--- src/rtl/core/fps_pkg.sv ---
`timescale 1ns / 1ps
`default_nettype none

package fps_pkg;

    localparam int FPS_SIZE = 1024;
    localparam int OP_W     = 2;
    localparam int POS_W    = 10;
    localparam int DELTA_W  = 16;
    localparam int SUM_W    = 32;

    typedef enum logic [OP_W-1:0] {
        OP_ADD   = 2'd0,
        OP_QUERY = 2'd1,
        OP_CLEAR = 2'd2
    } op_t;

    typedef enum logic [1:0] {
        ST_CLEAR,
        ST_IDLE,
        ST_READ,
        ST_UPDATE
    } state_t;

    typedef struct packed {
        logic                    valid;
        logic signed [SUM_W-1:0] sum;
    } res_t;

endpackage

`default_nettype wire

--- src/rtl/core/fps_ctrl.sv ---
`timescale 1ns / 1ps
`default_nettype none

module fps_ctrl
    import fps_pkg::*;
#(
    parameter int SIZE = FPS_SIZE,
    localparam int AW  = (SIZE > 1) ? $clog2(SIZE) : 1,
    localparam int IDX_W = ((AW > POS_W) ? AW : POS_W) + 1
) (
    input  wire logic                      clk,
    input  wire logic                      rst_n,
    input  wire logic                      start,
    input  wire logic [OP_W-1:0]           operation,
    input  wire logic [POS_W-1:0]          position,
    input  wire logic signed [DELTA_W-1:0] delta,
    output logic                           busy,
    output logic                           ram_we,
    output logic [AW-1:0]                  ram_waddr,
    output logic [SUM_W-1:0]               ram_wdata,
    output logic [AW-1:0]                  ram_raddr,
    input  wire logic [SUM_W-1:0]          ram_rdata,
    output res_t                           res
);

    localparam logic [IDX_W-1:0] SIZE_IDX = IDX_W'(SIZE);
    localparam logic [IDX_W-1:0] LAST_IDX = IDX_W'(SIZE - 1);
    localparam logic [AW-1:0]    LAST_ADR = AW'(SIZE - 1);

    state_t                     state_reg, state_next;
    logic [IDX_W-1:0]           idx_reg, idx_next;
    logic                       query_reg, query_next;
    logic [DELTA_W-1:0]         delta_reg, delta_next;
    logic [SUM_W-1:0]           acc_reg, acc_next;
    logic [AW-1:0]              clr_cnt_reg, clr_cnt_next;

    logic                       accept;
    logic [IDX_W-1:0]           pos_ext;
    logic                       add_go;
    logic                       query_zero;
    logic [IDX_W-1:0]           low_bit;
    logic [IDX_W-1:0]           idx_up;
    logic [IDX_W-1:0]           idx_down;
    logic                       walk_more;
    logic [SUM_W-1:0]           delta_ext;
    logic [SUM_W-1:0]           acc_sum;

    assign accept     = start && (state_reg == ST_IDLE);
    assign pos_ext    = IDX_W'(position);
    assign add_go     = (position != '0) && (pos_ext < SIZE_IDX);
    assign query_zero = (position == '0);

    // upward walk adds the lowest set bit, downward walk drops it
    assign low_bit   = idx_reg & (~idx_reg + IDX_W'(1));
    assign idx_up    = idx_reg + low_bit;
    assign idx_down  = idx_reg & (idx_reg - IDX_W'(1));
    assign walk_more = query_reg ? (idx_down != '0) : (idx_up < SIZE_IDX);

    assign delta_ext = {{(SUM_W-DELTA_W){delta_reg[DELTA_W-1]}}, delta_reg};
    assign acc_sum   = acc_reg + ram_rdata;

    // next state
    always_comb
    begin
        state_next = state_reg;
        case (state_reg)
            ST_CLEAR:
            begin
                if (clr_cnt_reg == LAST_ADR)
                begin
                    state_next = ST_IDLE;
                end
            end
            ST_IDLE:
            begin
                if (accept)
                begin
                    case (op_t'(operation))
                        OP_ADD:   state_next = add_go ? ST_READ : ST_IDLE;
                        OP_QUERY: state_next = query_zero ? ST_IDLE : ST_READ;
                        OP_CLEAR: state_next = ST_CLEAR;
                        default:  state_next = ST_IDLE;
                    endcase
                end
            end
            ST_READ:   state_next = ST_UPDATE;
            ST_UPDATE: state_next = walk_more ? ST_READ : ST_IDLE;
            default:   state_next = ST_IDLE;
        endcase
    end

    // datapath registers
    always_comb
    begin
        idx_next     = idx_reg;
        query_next   = query_reg;
        delta_next   = delta_reg;
        acc_next     = acc_reg;
        clr_cnt_next = clr_cnt_reg;
        case (state_reg)
            ST_CLEAR:
            begin
                clr_cnt_next = clr_cnt_reg + AW'(1);
            end
            ST_IDLE:
            begin
                query_next   = (op_t'(operation) == OP_QUERY);
                delta_next   = delta;
                acc_next     = '0;
                clr_cnt_next = '0;
                // saturate an out-of-range query to the last cell
                idx_next     = (pos_ext > LAST_IDX) ? LAST_IDX : pos_ext;
            end
            ST_UPDATE:
            begin
                acc_next = acc_sum;
                idx_next = query_reg ? idx_down : idx_up;
            end
            default:
            begin
                idx_next = idx_reg;
            end
        endcase
    end

    // outputs
    always_comb
    begin
        busy      = (state_reg != ST_IDLE);
        ram_we    = 1'b0;
        ram_waddr = idx_reg[AW-1:0];
        ram_wdata = ram_rdata + delta_ext;
        ram_raddr = idx_reg[AW-1:0];
        res.valid = 1'b0;
        res.sum   = acc_sum;
        case (state_reg)
            ST_CLEAR:
            begin
                ram_we    = 1'b1;
                ram_waddr = clr_cnt_reg;
                ram_wdata = '0;
            end
            ST_IDLE:
            begin
                if (accept && (op_t'(operation) == OP_QUERY) && query_zero)
                begin
                    res.valid = 1'b1;
                    res.sum   = '0;
                end
            end
            ST_UPDATE:
            begin
                ram_we    = !query_reg;
                res.valid = query_reg && !walk_more;
            end
            default:
            begin
                ram_we = 1'b0;
            end
        endcase
    end

    always_ff @(posedge clk or negedge rst_n)
    begin
        if (!rst_n)
        begin
            state_reg   <= ST_CLEAR;
            clr_cnt_reg <= '0;
            query_reg   <= 1'b0;
        end
        else
        begin
            state_reg   <= state_next;
            clr_cnt_reg <= clr_cnt_next;
            query_reg   <= query_next;
        end
    end

    always_ff @(posedge clk)
    begin
        idx_reg   <= idx_next;
        delta_reg <= delta_next;
        acc_reg   <= acc_next;
    end

endmodule

`default_nettype wire

--- config.mk ---
export PLATFORM = sky130hd
export DESIGN_NAME = fps_ctrl
export DESIGN_NICKNAME = d
export VERILOG_FILES = /design/src/rtl/core/fps_pkg.sv /design/src/rtl/core/fps_ctrl.sv
export SDC_FILE = /design/constraint.sdc
export NUM_CORES = 1
export LEC_CHECK = 0
export BUFFER_PORTS_ARGS = -buffer_cell sky130_fd_sc_hd__buf_2
export CORE_ASPECT_RATIO = 1.1
export CORE_MARGIN = 2
export CORE_UTILIZATION = 40
export DETAILED_ROUTE_END_ITERATION = 10
export PLACE_DENSITY = 0.71
export SKIP_LAST_GASP = 1
export SLEW_MARGIN = 20
export SYNTH_ARGS = -nofsm -noshare
export SYNTH_HDL_FRONTEND = slang
export SYNTH_SLANG_ARGS = --single-unit
--- constraint.sdc ---
create_clock -name clk -period 6.6 [get_ports clk]
set_clock_uncertainty 0.05 [all_clocks]
set_input_delay 1.32 -clock clk [delete_from_list [all_inputs] [get_ports clk]]
set_output_delay 1.32 -clock clk [all_outputs]
set_load 0.02 [all_outputs]
==> run metrics <==
Slew HR=37.36%; Synth Register Bits=slightly above 70; worst setup path class=input port to output pin; syn_area_per_cell=8.433 µm²; adder-cell share of the synthesized area=13.01%; CTS clk-pin slew, worst paths=0.06 ns; EDFF count, synth=a little under 60; R2R depth=10; Crit Path Max Fanout=4; sequential power share=between 20% and 30%; critical path data arrival time=about 4.3 ns; IO buf count=between 100 and 150; sequential fraction of the synthesis area=30.32%; asr flop ratio synth=between 10% and 20%; worst skew pair latency=0.35 ns; Synth cell types=72; Leak Pwr=approximately 3.6 nW; crit path time final=5.617 ns; GRT met3 Usage=3.884%; main combinational cell family by area after synthesis=compound AO/OA/AOI/OAI gates; ratio of cells with drive above 1 in the final layout=about 20%; Pwr Density=537.9 nW/µm²; first-pass GRT wire length=slightly above 30 mm; ant diodes=0; Die W=roughly 130 µm; Net Sw Frac=between 50% and 60%; Final Slew Violations=0; post-CTS sizing=0; total global-route track usage=21.08%; gr ovfl total=0; vias in the first global route=approximately 6,000; Primary FF master, synth=edfxtp_1; initial core utilization=around 41%; largest net degree at the start of global routing=between 40 and 50; Worst setup EP type=output pin; RSZ-0062 raised after global routing=false; CTS tree=built; worst slew pin tran=around 0.94 ns; crit start category=input port; Max Cap Viol=0; worst path required time=about 5.2 ns; cell internal pwr=2.072 mW; H-tree depth=3; Max Clock Freq=approximately 180 MHz; overall routed net length=about 20 mm; Compound-Gate Fraction of Synth Area=between 20 and 25%; CTS buffer count=9; most common cell after layout, fill and taps aside=buf_2; Total Power=between 4 and 5 mW; multi-input logic area=4552 µm²; Final GP Congestion=between 0.9 and 1; CTS Root Cell=clkbuf_16; mapped cell area=between 6000 and 7000 µm²; leading post-synthesis cells by cell area=edfxtp_1 26%, ha_1 12%, nor2_1 6.9%; Core ar.=~17,000 µm²; total number of vias=6,560; met1 Resource Use GR=a little over a quarter; Final Hold Fails=0; Synth Instances=820; cell taking the most area after synthesis=edfxtp_1; Clock Power Share=between 10 and 15%; gr busiest metal=met2; Vias/cell=approximately 5.5; Synth Area in XOR/XNOR=between 7 and 8%; die area=18,360 µm²; DRT antenna net count=0; post-DP HPWL=14.95 mm; fillers=1,665; Bufs on Longest Clock Path=2; share of the synthesized area in the top cell type=approximately a quarter; Die H=approximately 140 µm; Comb power frac=between 60 and 70%; final net count=1,076; antenna violations before repair=0; hold depth=2; yosys warns=0; cts hold-fix bufs=0; commonest cells after routing, fill and taps aside=149 x buf_2, 126 x nor2_1, 68 x a21oi_1, 66 x ha_1, 59 x edfxtp_1; simple logic cell fraction of the synthesized area=between 20% and 30%; P_sw=roughly 2.3 mW; setup bufs post-CTS=0; number of DRC markers in iteration 0=275; Final Setup Violations=0; remaining routing DRC violations=0; final setup TNS=0 ns; status=finished, final reports clean; met2 usage=between 30% and 40%; Avg WL per Cell=16.50 µm; Layout Area Growth over Synthesis=17.06%; period utilization=85.10%; Max VDD drop=between 0.2 and 0.3 mV; standard-cell row count=50; Ports=150; HP Class=flip-flop to flip-flop; syn_nets=between 900 and 1,000; post-synthesis mux area share=2.262%; number of detailed-route iterations in the first pass=4; CTS Sinks=72; FF/Latch Area=~2100 µm²; flip-flop count of the largest register after layout=32
-- worst paths after layout --
kind / to / slack, ns / startpoint
worst min-delay path: clr_cnt_reg[9] / 0.53 / clr_cnt_reg[9]
worst max register to register: acc_reg[28] / 3.27 / acc_reg[0]
worst min register to register: clr_cnt_reg[9] / 0.53 / clr_cnt_reg[9]
worst max-delay path: res[28] / 0.98 / ram_rdata[0]
max in group asynchronous: state_reg[1] / 5.46 / rst_n
min in group asynchronous: clr_cnt_reg[1] / 0.81 / rst_n
-- stage by stage --
step / setup slack, ns / instance area (µm²) / cells / hold slack, ns / utilization (%)
2_1_floorplan: 1.466 / 6915 / 820 / 0.4811 / -
3_3_place_gp: 1.071 / 7802 / 1167 / 0.5069 / 46.02
3_5_place_dp: 1.064 / 7807 / 1167 / 0.5158 / 46.05
4_1_cts: 1.031 / 8095 / 1183 / 0.5280 / 47.75
5_1_grt: 0.7368 / 8095 / 1183 / 0.5759 / 47.75
6_report: 0.9831 / 8095 / 1183 / 0.5280 / 47.75
-- area by class of cell --
type                    count  area share (%)
inverters                  24           1.113
repair buffers            153           9.583
multi-input cells         684           56.23
clock buffers              10           2.952
clock inverters             6          0.6028
flip-flops and latches     72           25.90
well taps                 234           3.617
-- power by group through the flow --
stage / registers (mW) / clock network [mW] / logic [mW]
2_1_floorplan: 0.813 / 0 / 2.23
3_3_place_gp: 0.894 / 0 / 2.94
3_5_place_dp: 0.897 / 0 / 2.96
4_1_cts: 0.889 / 0.494 / 2.97
5_1_grt: 0.915 / 0.512 / 3.26
6_report: 0.888 / 0.489 / 2.98
-- per-layer routing --
layer	share of wire (%)	vias to the layer above	wire length, µm
li1	-	3264	-
met1	44	3083	8580
met2	48	185	9371
met3	5.7	28	1104
met4	2.4	0	459
met5	0	-	0
-- logic make-up (layout without fill, tap and decap cells) --
logic type | Yosys count | after routing
AOI/OAI and AO/OA | 234 | 234
DFF | 72 | 72
buffers and inverters | 64 | 193
and+or+nand+nor | 306 | 306
adders and majority gates | 71 | 71
muxes | 14 | 14
xor gates and xnor gates | 59 | 59
-- worst max-delay path, stage by stage --
cell	delay, ns
buf_2	0.11
ha_1	0.23
fa_1	0.42
a21o_1	0.18
a21oi_1	0.28
o21ai_0	0.17
a21oi_1	0.51
o211ai_1	0.27
a41oi_1	0.29
xor2_1	0.23
nor2_1	0.06
buf_2	0.18
-- Yosys cell counts (5+ instances only) --
cell / number
nand3_1: 18
buf_4: 10
o21ai_0: 40
inv_1: 24
o21bai_1: 5
ha_1: 67
a41oi_1: 7
nor2_1: 127
nand4_1: 8
and3_1: 11
o21ai_1: 8
dfrtp_1: 13
mux2_2: 8
clkbuf_1: 27
nor4_1: 5
and2_1: 8
xor2_1: 33
nand2b_1: 8
nor3_1: 19
o22ai_1: 5
o211ai_1: 7
edfxtp_1: 59
or3_1: 9
nor2b_1: 18
xnor2_1: 26
a21o_1: 30
a21oi_1: 68
a31oi_1: 9
a211oi_1: 7
nand2_1: 58
o21a_1: 8
Power figures use the tool's default switching activity.
